**config.mk**
```make
export PLATFORM = sky130hd
export DESIGN_NAME = osgt_merge
export DESIGN_NICKNAME = d
export VERILOG_FILES = /design/src/rtl/osgt_pkg.sv /design/src/rtl/osgt_merge.sv
export SDC_FILE = /design/constraint.sdc
export NUM_CORES = 1
export LEC_CHECK = 0
export ABC_AREA = 1
export BUFFER_PORTS_ARGS = -buffer_cell sky130_fd_sc_hd__clkbuf_2
export CORE_AREA = 2 2 133 135
export DETAILED_ROUTE_END_ITERATION = 12
export DIE_AREA = 0 0 135 137
export PLACE_DENSITY = 0.78
export RECOVER_POWER = 50
export SYNTH_ARGS = -nofsm -noshare
export SYNTH_HDL_FRONTEND = slang
export SYNTH_SLANG_ARGS = --single-unit
```
**constraint.sdc**
```tcl
create_clock -name vclk -period 13.3
set_input_delay 1.995 -clock vclk [all_inputs]
set_output_delay 1.995 -clock vclk [all_outputs]
set_load 0.005 [all_outputs]
```
**src/rtl/osgt_pkg.sv**
```systemverilog
// shared types and sizes for the occupied slot gap tracker
`default_nettype none

package osgt_pkg;

  localparam int SLOTS      = 512;
  localparam int COORD_BITS = 30;

  // leaves round up to a power of two, node 1 is the root, node 0 unused
  localparam int LEAF_BITS = (SLOTS > 1) ? $clog2(SLOTS) : 1;
  localparam int LEAVES    = 1 << LEAF_BITS;
  localparam int NODE_BITS = LEAF_BITS + 1;
  localparam int NODES     = 1 << NODE_BITS;

  // request kinds carried on req_type
  localparam logic REQ_UPDATE = 1'b0;
  localparam logic REQ_CLEAR  = 1'b1;

  typedef logic [COORD_BITS-1:0] coord_t;
  typedef logic [NODE_BITS-1:0]  node_idx_t;

  typedef struct packed {
    logic   valid;
    coord_t lo;
    coord_t hi;
    coord_t gap;
  } node_t;

endpackage

`default_nettype wire

```
**src/rtl/osgt_merge.sv**
```systemverilog
// shared merge unit: combines the running node with its sibling into the parent
`default_nettype none

module osgt_merge (
  input  osgt_pkg::node_t cur,
  input  osgt_pkg::node_t sib,
  input  logic            cur_right,
  output osgt_pkg::node_t parent
);

  osgt_pkg::node_t  left;
  osgt_pkg::node_t  right;
  osgt_pkg::coord_t child_gap;
  osgt_pkg::coord_t mid;
  logic             ordered;

  assign left  = cur_right ? sib : cur;
  assign right = cur_right ? cur : sib;

  assign child_gap = (left.gap > right.gap) ? left.gap : right.gap;
  assign ordered   = right.lo > left.hi;
  // only meaningful when ordered, so it cannot underflow
  assign mid       = right.lo - left.hi - osgt_pkg::coord_t'(1);

  always_comb begin
    priority if (!left.valid) begin
      parent = right;
    end else if (!right.valid) begin
      parent = left;
    end else begin
      parent.valid = 1'b1;
      parent.lo    = left.lo;
      parent.hi    = right.hi;
      parent.gap   = (ordered && (mid > child_gap)) ? mid : child_gap;
    end
  end

endmodule

`default_nettype wire

```
==> metrics.txt, run 1 <==
# TYPE chip_impl_metric gauge
chip_impl_metric{name="power-per-cell-area",unit="mW/mm^2"} 62.6
chip_impl_metric{name="dieHeight",unit="um"} 137
chip_impl_metric{name="hpwlAfterDp",unit="mm"} 21.7
chip_impl_metric{name="dieArea",unit="mm^2"} 0.0185
chip_impl_metric{name="initial_utilization",unit="%"} 49.2
chip_impl_metric{name="count_of_yosys_warnings_during_synthesis",unit=""} 0
chip_impl_metric{name="first_global_vias",unit=""} 9742
chip_impl_metric{name="relSlewSlack",unit="%"} -160
chip_impl_metric{name="timing_max_transition_violations_final",unit=""} 152
chip_impl_info{name="largest_area_contributor_in_the_synthesized_netlist",value="nand2_1"} 1
chip_impl_metric{name="global_route.overflow_total",unit=""} 0
chip_impl_info{name="end_kind",value="primary output"} 1
chip_impl_info{name="criticalPathCategory",value="in -> out"} 1
chip_impl_metric{name="cts_repair_resize_count",unit=""} 0
chip_impl_metric{name="yosys.area.top_type_share",unit="%"} 26.8
chip_impl_metric{name="worst_pin_slew",unit="ps"} 3910
chip_impl_metric{name="cp_max_fo",unit=""} 126
chip_impl_metric{name="chipWidth",unit="um"} 135
chip_impl_info{name="crit_path_top_delay_cell",value="clkbuf_1"} 1
chip_impl_metric{name="final.fill_count",unit=""} 1893
chip_impl_info{name="crit_top_cell",value="clkbuf_1"} 1
chip_impl_info{name="hold_path_class",value="in -> out"} 1
chip_impl_metric{name="num_antenna_cells",unit=""} 0
chip_impl_metric{name="count_of_tritonroute_iterations_in_the_first_routing_pass",unit=""} 6
chip_impl_metric{name="first_pass_grt_wire_length",unit="mm"} 42.8
chip_impl_metric{name="flow.area_growth_from_synthesis",unit="%"} 16.0
chip_impl_metric{name="min_period",unit="ps"} 11210
chip_impl_metric{name="timing.final.crit_share",unit="%"} 84.3
chip_impl_metric{name="maxClockFrequency",unit="MHz"} 89.2
chip_impl_metric{name="postSynthCellCount",unit=""} 1689
chip_impl_metric{name="post_synth_num_cell_types",unit=""} 43
chip_impl_metric{name="buffer_ports.inserted",unit=""} 274
chip_impl_metric{name="standard_cell_row_count",unit=""} 48
chip_impl_metric{name="syn-cell-area",unit="mm^2"} 0.00839
chip_impl_metric{name="post_synth.cell_area_avg",unit="um^2"} 4.97
chip_impl_metric{name="total_leakage_power",unit="nW"} 6.02
chip_impl_info{name="yosys.cell_count.top_type",value="nand2_1"} 1
chip_impl_metric{name="multi_input_area",unit="mm^2"} 0.00700
chip_impl_metric{name="gp_routability_congestion",unit=""} 0.927
chip_impl_metric{name="number_of_buffers_inserted_by_post_cts_setup_repair",unit=""} 0
chip_impl_metric{name="drt_first_iter_violations",unit=""} 728
chip_impl_metric{name="ys_seq_area_share",unit="%"} 0
chip_impl_metric{name="fraction_of_the_core_area_covered_by_cells_at_the_end_of_the_flow",unit="%"} 57.0
chip_impl_metric{name="avgRoutedWirePerCell",unit="um"} 12.4
chip_impl_metric{name="number_of_antenna_violations_at_the_first_check_in_global_routing",unit=""} 0
chip_impl_info{name="grt_setup_unrepaired",value="false"} 1
chip_impl_metric{name="critPathMaxStageDelay",unit="ps"} 2760
chip_impl_metric{name="max_cap_viol_count",unit=""} 2
chip_impl_metric{name="boundaryPins",unit=""} 274
chip_impl_info{name="synth.top_cells.by_count",value="nand2_1 (600), inv_1 (270), o21ai_0 (145), nand3_1 (107), nor2_1 (97)"} 1
chip_impl_metric{name="drcViolationCount",unit=""} 0
chip_impl_metric{name="num-clock-buffers",unit=""} 0
chip_impl_metric{name="vias_per_cell",unit=""} 5.19
chip_impl_info{name="holdCritStartpoint",value="cur[77]"} 1
chip_impl_metric{name="detail-route-antenna-nets",unit=""} 0
chip_impl_metric{name="final_hold_viol_count",unit=""} 0
chip_impl_metric{name="setup_violations",unit=""} 0
chip_impl_info{name="critPathLaunchType",value="primary input"} 1
chip_impl_metric{name="area.sequential",unit="um^2"} 0
chip_impl_metric{name="min_path_cells",unit=""} 4
chip_impl_metric{name="synth.net_count",unit=""} 1964
chip_impl_metric{name="final_nets",unit=""} 2173
chip_impl_metric{name="ir_worst_vdd",unit="uV"} 43.2
chip_impl_metric{name="critPathRequiredTime",unit="ps"} 11310
chip_impl_info{name="netlist_top_cells_area",value="nand2_1 (27%), ha_1 (14%), inv_1 (12%)"} 1
chip_impl_metric{name="final_cell_area",unit="mm^2"} 0.00973
chip_impl_metric{name="timing.critical_path.arrival",unit="ps"} 9220
chip_impl_info{name="outcome",value="complete, but fails checks"} 1
chip_impl_metric{name="drive_above_1_share",unit="%"} 20.2
chip_impl_metric{name="postPlaceCellArea",unit="mm^2"} 0.00975
chip_impl_metric{name="grt_use_total",unit="%"} 27.1
chip_impl_info{name="failed_checks",value="max-capacitance violations, max-slew violations"} 1
chip_impl_info{name="worst_hold_path.endpoint",value="parent[77]"} 1
chip_impl_metric{name="routed_wl",unit="mm"} 26.3
chip_impl_info{name="worstPathCellList",value="buf_6 > buf_4 > nand2_1 > o21ai_4 > clkbuf_1 > inv_2 > nor2_1 > inv_1 > clkbuf_1 > o21ai_0 > clkbuf_2"} 1
chip_impl_metric{name="via_count",unit=""} 11009
chip_impl_metric{name="cts.hold.buffers_added",unit=""} 0
chip_impl_metric{name="grt_start_max_net_pins",unit=""} 127
chip_impl_metric{name="setup-tns-final",unit="ps"} 0
chip_impl_metric{name="seq_cell_count",unit=""} 0
chip_impl_metric{name="core_region_area",unit="mm^2"} 0.0171
==> worst max-delay path, delay by kind of cell <==
kind / cells / cell delay (ps)
buffers and inverters: 7 / 5910
AOI/OAI and AO/OA: 2 / 760
and+or+nand+nor: 2 / 430
==> cell type report <==
type	count	area share, %
Multi-Input combinational cell	1338	71.9
Timing Repair Buffer	281	14.5
Inverter	277	10.7
Tap cell	225	2.89
==> worst max path at each step <==
stage               from    endpoint  slack (ps)
6_report       cur_right  parent[43]        2090
5_1_grt        cur_right  parent[48]        1440
4_1_cts        cur_right  parent[26]        3050
3_5_place_dp   cur_right  parent[25]        3070
3_3_place_gp   cur_right  parent[27]        3160
2_1_floorplan  cur_right  parent[29]        5680
==> through the flow <==
step,instances,power (mW),hold WS (ps),setup WS [ps]
detailed placement,2121,0.605,4310,3070
CTS,2121,0.608,4310,3050
floorplan,1689,0.444,4110,5680
finish,2121,0.609,4300,2090
global placement,2121,0.593,4300,3160
global route,2121,0.697,4330,1440
==> report_power, final <==
part | total [mW] | switching, mW | internal, mW | leakage, nW
combinational | 0.609 | 0.377 | 0.231 | 6.02
sequential | 0 | 0 | 0 | 0
clock | 0 | 0 | 0 | 0
total | 0.609 | 0.377 | 0.231 | 6.02
==> metal layers <==
layer / track usage (%) / vias up / wire length [um]
met5: 0 / - / 0
met4: 5.73 / 0 / 520
met3: 0.852 / 51 / 1450
met2: 51.9 / 365 / 13100
met1: 33.7 / 4864 / 11300
li1: - / 5729 / -
==> placed cells by master, fill, tap and decap left out, types with 33 or more instances in the layout <==
| cell | synthesis | layout |
|---|---|---|
| a21oi_1 | 38 | 38 |
| and2_1 | 33 | 33 |
| clkbuf_2 | 0 | 265 |
| ha_1 | 91 | 91 |
| inv_1 | 270 | 271 |
| nand2_1 | 600 | 600 |
| nand3_1 | 107 | 107 |
| nor2_1 | 97 | 97 |
| o21ai_0 | 145 | 145 |
| or2_2 | 60 | 60 |
==> cells by family after synthesis <==
| logic type | synth area share, % |
|---|---|
| AOI/OAI and AO/OA | 17.4 |
| xor gates and xnor gates | 1.57 |
| adders and majority gates | 13.8 |
| buffers and inverters | 16.7 |
| and+or+nand+nor | 50.5 |
Note: power is estimated with default switching activity, not from simulation.
==> run 2, diff against run 1 <==
clock period = 10.4 ns   (was 13.3 ns; I/O delays follow)
==> run 2 against run 1 <==
Net effect: the flow still finishes with violations (max-capacitance violations, max-slew violations); die area stayed put; worst setup slack worse by 460 ps; largest cell class unchanged; critical endpoint unchanged; worst hold slack worse by 860 ps; final cell count hardly changed; routed wire length is 1.8% lower.
==> metrics.txt, run 2 (synthesized netlist as in run 1, its figures left out) <==
# TYPE chip_impl_metric gauge
chip_impl_info{name="outcome",value="complete, but fails checks"} 1
chip_impl_info{name="failed_checks",value="max-capacitance violations, max-slew violations"} 1
chip_impl_metric{name="critPathMaxStageDelay",unit="ps"} 2670
chip_impl_metric{name="max_cap_viol_count",unit=""} 1
chip_impl_metric{name="final_cell_area",unit="mm^2"} 0.00974
chip_impl_metric{name="vias_per_cell",unit=""} 5.12
chip_impl_metric{name="grt_use_total",unit="%"} 26.5
chip_impl_metric{name="global_route.overflow_total",unit=""} 0
chip_impl_metric{name="intPower",unit="uW"} 296
chip_impl_metric{name="min_period",unit="ps"} 8770
chip_impl_metric{name="hold_slack",unit="ps"} 3440
chip_impl_metric{name="number_of_antenna_violations_at_the_first_check_in_global_routing",unit=""} 0
chip_impl_metric{name="flow.area_growth_from_synthesis",unit="%"} 16.1
chip_impl_metric{name="drt_first_iter_violations",unit=""} 602
chip_impl_metric{name="final_nets",unit=""} 2175
chip_impl_info{name="path_delay_family",value="buffers and inverters"} 1
chip_impl_info{name="hold_path_class",value="in -> out"} 1
chip_impl_metric{name="ir_worst_vdd",unit="uV"} 51.9
chip_impl_metric{name="first_pass_grt_wire_length",unit="mm"} 41.9
chip_impl_metric{name="timing.final.crit_share",unit="%"} 84.3
chip_impl_info{name="final_common_cell",value="nand2_1"} 1
chip_impl_metric{name="timing.critical_path.arrival",unit="ps"} 7210
chip_impl_metric{name="buffer_ports.inserted",unit=""} 274
chip_impl_metric{name="cts.hold.buffers_added",unit=""} 0
chip_impl_info{name="criticalPathCategory",value="in -> out"} 1
chip_impl_metric{name="setup-tns-final",unit="ps"} 0
chip_impl_metric{name="first_global_vias",unit=""} 9621
chip_impl_metric{name="worst_pin_slew",unit="ps"} 3780
chip_impl_metric{name="postPlaceCellArea",unit="mm^2"} 0.00976
chip_impl_info{name="grt_busiest_layer",value="met2"} 1
chip_impl_metric{name="dieHeight",unit="um"} 137
chip_impl_metric{name="gr-usage-met3",unit="%"} 0.778
chip_impl_metric{name="cts_repair_resize_count",unit=""} 0
chip_impl_metric{name="final_hold_viol_count",unit=""} 0
chip_impl_metric{name="area.sequential",unit="um^2"} 0
chip_impl_metric{name="setup_violations",unit=""} 0
chip_impl_metric{name="boundaryPins",unit=""} 274
chip_impl_metric{name="relSlewSlack",unit="%"} -152
chip_impl_metric{name="standard_cell_row_count",unit=""} 48
chip_impl_metric{name="initial_utilization",unit="%"} 49.2
chip_impl_metric{name="fraction_of_the_core_area_covered_by_cells_at_the_end_of_the_flow",unit="%"} 57.1
chip_impl_metric{name="final.fill_count",unit=""} 1852
chip_impl_info{name="crit_path_top_delay_cell",value="clkbuf_1"} 1
chip_impl_metric{name="grt_start_max_net_pins",unit=""} 130
chip_impl_metric{name="avgRoutedWirePerCell",unit="um"} 12.2
chip_impl_metric{name="seq_cell_count",unit=""} 0
chip_impl_metric{name="share_comb_of_total_power",unit="%"} 100.0
chip_impl_metric{name="grtUsageMet2",unit="%"} 51.0
chip_impl_metric{name="critPathRequiredTime",unit="ps"} 8840
chip_impl_metric{name="chipWidth",unit="um"} 135
chip_impl_metric{name="routed_wl",unit="mm"} 25.8
chip_impl_metric{name="drcViolationCount",unit=""} 0
chip_impl_metric{name="cp_max_fo",unit=""} 129
chip_impl_info{name="end_kind",value="primary output"} 1
chip_impl_metric{name="total_leakage_power",unit="nW"} 6.02
chip_impl_metric{name="drive_above_1_share",unit="%"} 20.2
chip_impl_metric{name="multi_input_area",unit="mm^2"} 0.00700
chip_impl_metric{name="count_of_tritonroute_iterations_in_the_first_routing_pass",unit=""} 7
chip_impl_metric{name="hpwlAfterDp",unit="mm"} 21.5
chip_impl_metric{name="power-per-cell-area",unit="mW/mm^2"} 79.7
chip_impl_metric{name="globalRouteMet1Util",unit="%"} 33.4
chip_impl_metric{name="power.share.switching",unit="%"} 61.9
chip_impl_metric{name="gp_routability_congestion",unit=""} 0.937
chip_impl_metric{name="dieArea",unit="mm^2"} 0.0185
chip_impl_metric{name="setup_slack",unit="ps"} 1630
chip_impl_metric{name="num_antenna_cells",unit=""} 0
chip_impl_metric{name="maxClockFrequency",unit="MHz"} 114
chip_impl_metric{name="detail-route-antenna-nets",unit=""} 0
chip_impl_metric{name="via_count",unit=""} 10869
chip_impl_info{name="worstPathCellList",value="clkbuf_1 > buf_4 > nand2_1 > o21ai_4 > clkbuf_1 > inv_2 > nor2_1 > inv_2 > buf_4 > o21ai_0 > clkbuf_2"} 1
chip_impl_metric{name="num-clock-buffers",unit=""} 0
chip_impl_metric{name="seqPwrFrac",unit="%"} 0
chip_impl_metric{name="worst-path-buf-inv",unit=""} 7
chip_impl_metric{name="core_region_area",unit="mm^2"} 0.0171
chip_impl_info{name="final_cell_mix",value="nand2_1 (600), inv_1 (270), clkbuf_2 (262)"} 1
chip_impl_metric{name="clock_power_share",unit="%"} 0
chip_impl_metric{name="timing_max_transition_violations_final",unit=""} 91
chip_impl_info{name="grt_setup_unrepaired",value="false"} 1
chip_impl_info{name="critPathLaunchType",value="primary input"} 1
chip_impl_metric{name="p_switching",unit="uW"} 480
chip_impl_metric{name="number_of_buffers_inserted_by_post_cts_setup_repair",unit=""} 0
chip_impl_metric{name="dp_slack",unit="ps"} 2200
[run 2: changes by cell type in the layout (fill, tap and decap cells not counted)]
cell	before	now
clkbuf_2	265	262
inv_2	5	6
buf_6	1	0
inv_1	271	270
buf_4	5	8
clkbuf_1	10	13
[run 2: per-layer routing]
metal | vias up | wire length, um
li1 | 5736 | -
met3 | 44 | 1110
met1 | 4769 | 11300
met2 | 320 | 13000
met4 | 0 | 422
met5 | - | 0
[run 2: cell type report]
class / count / share of cell area [%]
multi-input combinational: 1338 / 71.8
timing repair buffer: 283 / 14.6
tap: 225 / 2.89
inverter: 277 / 10.7
[run 2: path summary, 6_finish.rpt]
kind	from	to	slack [ps]	cells past startpoint
max	cur_right	parent[43]	1630	11
min	sib[63]	parent[63]	3440	4
[run 2: through the flow]
step                      total power [mW]  cells
after CTS                            0.776   2123
after floorplan                      0.568   1689
after detailed placement             0.772   2123
final                                0.776   2123
after global routing                 0.887   2123
after global placement               0.755   2123
[run 2: power groups by stage]
stage / combinational [mW] / sequential (mW) / clock [mW]
after global placement: 0.755 / 0 / 0
after detailed placement: 0.772 / 0 / 0
after CTS: 0.776 / 0 / 0
final: 0.776 / 0 / 0
after global routing: 0.887 / 0 / 0
after floorplan: 0.568 / 0 / 0
==> run 3, diff against run 2 <==
CORE_AREA = 2 2 134 136   (was 2 2 133 135)
DIE_AREA = 0 0 136 138   (was 0 0 135 137)
PLACE_DENSITY = 0.8   (was 0.78)
clock period = 7.85 ns   (was 10.4 ns; I/O delays follow)
==> run 3 against run 2 <==
Net effect: non-clock buffer count grew 2; design area grew 0.26%; routed wire length grew 0.33%; the flow still finishes with violations (max-capacitance violations, max-slew violations); worst setup slack lost 1000 ps; sequential share of layout area is the same; core utilization shrank 1.4 points; clock-buffer cell count is the same.
==> metrics.txt, run 3 (synthesized netlist as in run 1, its figures left out) <==
# TYPE chip_impl_metric gauge
chip_impl_info{name="outcome",value="complete, but fails checks"} 1
chip_impl_info{name="failed_checks",value="max-capacitance violations, max-slew violations"} 1
chip_impl_metric{name="cts_repair_resize_count",unit=""} 0
chip_impl_metric{name="first_pass_grt_wire_length",unit="mm"} 43.0
chip_impl_metric{name="via_count",unit=""} 10932
chip_impl_metric{name="drt_first_iter_violations",unit=""} 683
chip_impl_info{name="criticalPathCategory",value="in -> out"} 1
chip_impl_metric{name="relSlewSlack",unit="%"} -152
chip_impl_metric{name="final_cell_area",unit="mm^2"} 0.00976
chip_impl_metric{name="boundaryPins",unit=""} 274
chip_impl_metric{name="grt_use_total",unit="%"} 26.5
chip_impl_metric{name="share_comb_of_total_power",unit="%"} 100.0
chip_impl_metric{name="hpwlAfterDp",unit="mm"} 21.6
chip_impl_metric{name="critPathMaxStageDelay",unit="ps"} 450
chip_impl_metric{name="critPathRequiredTime",unit="ps"} 6670
chip_impl_metric{name="power-per-cell-area",unit="mW/mm^2"} 105
chip_impl_metric{name="final_nets",unit=""} 2177
chip_impl_metric{name="setup_violations",unit=""} 0
chip_impl_metric{name="dieHeight",unit="um"} 138
chip_impl_info{name="path_delay_family",value="simple AND/OR/NAND/NOR gates"} 1
chip_impl_info{name="final_common_cell",value="nand2_1"} 1
chip_impl_metric{name="power.share.switching",unit="%"} 61.9
chip_impl_metric{name="total_leakage_power",unit="nW"} 6.03
chip_impl_info{name="crit_top_cell",value="nand2_1"} 1
chip_impl_info{name="hold_path_class",value="in -> out"} 1
chip_impl_metric{name="seq_cell_count",unit=""} 0
chip_impl_metric{name="final_hold_viol_count",unit=""} 0
chip_impl_metric{name="gp_routability_congestion",unit=""} 0.953
chip_impl_metric{name="final.fill_count",unit=""} 1959
chip_impl_metric{name="area.sequential",unit="um^2"} 0
chip_impl_metric{name="number_of_antenna_violations_at_the_first_check_in_global_routing",unit=""} 0
chip_impl_metric{name="buffer_ports.inserted",unit=""} 274
chip_impl_metric{name="count_of_tritonroute_iterations_in_the_first_routing_pass",unit=""} 5
chip_impl_metric{name="dieArea",unit="mm^2"} 0.0188
chip_impl_metric{name="min_period",unit="ps"} 7260
chip_impl_metric{name="setup-tns-final",unit="ps"} 0
chip_impl_metric{name="vias_per_cell",unit=""} 5.13
chip_impl_info{name="grt_setup_unrepaired",value="false"} 1
chip_impl_metric{name="initial_utilization",unit="%"} 47.9
chip_impl_metric{name="global_route.overflow_total",unit=""} 0
chip_impl_metric{name="routed_wl",unit="mm"} 25.9
chip_impl_metric{name="num_antenna_cells",unit=""} 0
chip_impl_metric{name="cp_max_fo",unit=""} 46
chip_impl_info{name="end_kind",value="primary output"} 1
chip_impl_metric{name="clock_power_share",unit="%"} 0
chip_impl_metric{name="ir_worst_vdd",unit="uV"} 115
chip_impl_info{name="final_cell_mix",value="nand2_1 (600), inv_1 (271), clkbuf_2 (262)"} 1
chip_impl_info{name="crit_path_top_delay_cell",value="buf_4"} 1
chip_impl_metric{name="max_cap_viol_count",unit=""} 2
chip_impl_metric{name="avgRoutedWirePerCell",unit="um"} 12.2
chip_impl_metric{name="flow.area_growth_from_synthesis",unit="%"} 16.4
chip_impl_metric{name="cts.hold.buffers_added",unit=""} 0
chip_impl_metric{name="intPower",unit="uW"} 392
chip_impl_metric{name="maxClockFrequency",unit="MHz"} 138
chip_impl_metric{name="grt_start_max_net_pins",unit=""} 207
chip_impl_metric{name="first_global_vias",unit=""} 9785
chip_impl_metric{name="p_switching",unit="uW"} 637
chip_impl_metric{name="drcViolationCount",unit=""} 0
chip_impl_metric{name="standard_cell_row_count",unit=""} 49
chip_impl_info{name="critPathLaunchType",value="primary input"} 1
chip_impl_metric{name="timing_max_transition_violations_final",unit=""} 151
chip_impl_metric{name="fraction_of_the_core_area_covered_by_cells_at_the_end_of_the_flow",unit="%"} 55.7
chip_impl_metric{name="worst_pin_slew",unit="ps"} 3780
chip_impl_metric{name="timing.critical_path.arrival",unit="ps"} 6080
chip_impl_metric{name="worst-path-buf-inv",unit=""} 9
chip_impl_metric{name="seqPwrFrac",unit="%"} 0
chip_impl_metric{name="number_of_buffers_inserted_by_post_cts_setup_repair",unit=""} 0
chip_impl_metric{name="chipWidth",unit="um"} 136
chip_impl_metric{name="detail-route-antenna-nets",unit=""} 0
chip_impl_metric{name="num-clock-buffers",unit=""} 0
chip_impl_metric{name="core_region_area",unit="mm^2"} 0.0175
chip_impl_metric{name="drive_above_1_share",unit="%"} 20.1
chip_impl_metric{name="postPlaceCellArea",unit="mm^2"} 0.00980
chip_impl_metric{name="timing.final.crit_share",unit="%"} 92.4
==> run 3: cell count changes in the layout (fill, tap and decap cells not counted), sizes merged <==
cell    before  now
buf          8   10
clkinv       1    2
inv        276  275
==> run 3: worst paths after layout <==
path,from,endpoint,slack (ps),depth (start not counted)
max,cur_right,parent[16],590,30
min,cur[80],parent[80],2670,4
==> run 3: through the flow <==
step	power [mW]	setup WS, ps	hold WS [ps]	cells
2_1_floorplan	0.752	1860	2480	1689
3_3_place_gp	0.997	879	2670	2129
3_5_place_dp	1.02	698	2670	2129
4_1_cts	1.03	685	2670	2129
5_1_grt	1.18	35.7	2690	2129
6_report	1.03	593	2670	2129
==> run 3: metal layers <==
layer | global-route usage (%) | part of all wire [%] | vias to the layer above | routed length, um
li1 | - | - | 5749 | -
met1 | 33.8 | 44 | 4774 | 11300
met2 | 49.7 | 50 | 362 | 12900
met3 | 0.917 | 5.1 | 47 | 1330
met4 | 3.84 | 1.6 | 0 | 418
met5 | 0 | 0 | - | 0
==> run 3: power groups by stage <==
stage | logic [mW] | registers [mW] | clock network (mW)
6_report | 1.03 | 0 | 0
5_1_grt | 1.18 | 0 | 0
4_1_cts | 1.03 | 0 | 0
3_5_place_dp | 1.02 | 0 | 0
3_3_place_gp | 0.997 | 0 | 0
2_1_floorplan | 0.752 | 0 | 0
==> run 3: tightest hold or removal path, cell delays in order <==
cell and delay [ps]:
clkbuf_2 90, nand2_1 50, a31oi_1 70, clkbuf_2 100
==> run 3: area by class of cell <==
type	count	area, um^2	area share [%]
tap	229	287	2.93
inverter	277	1040	10.6
multi-input combinational	1338	6990	71.5
timing repair buffer	285	1450	14.9
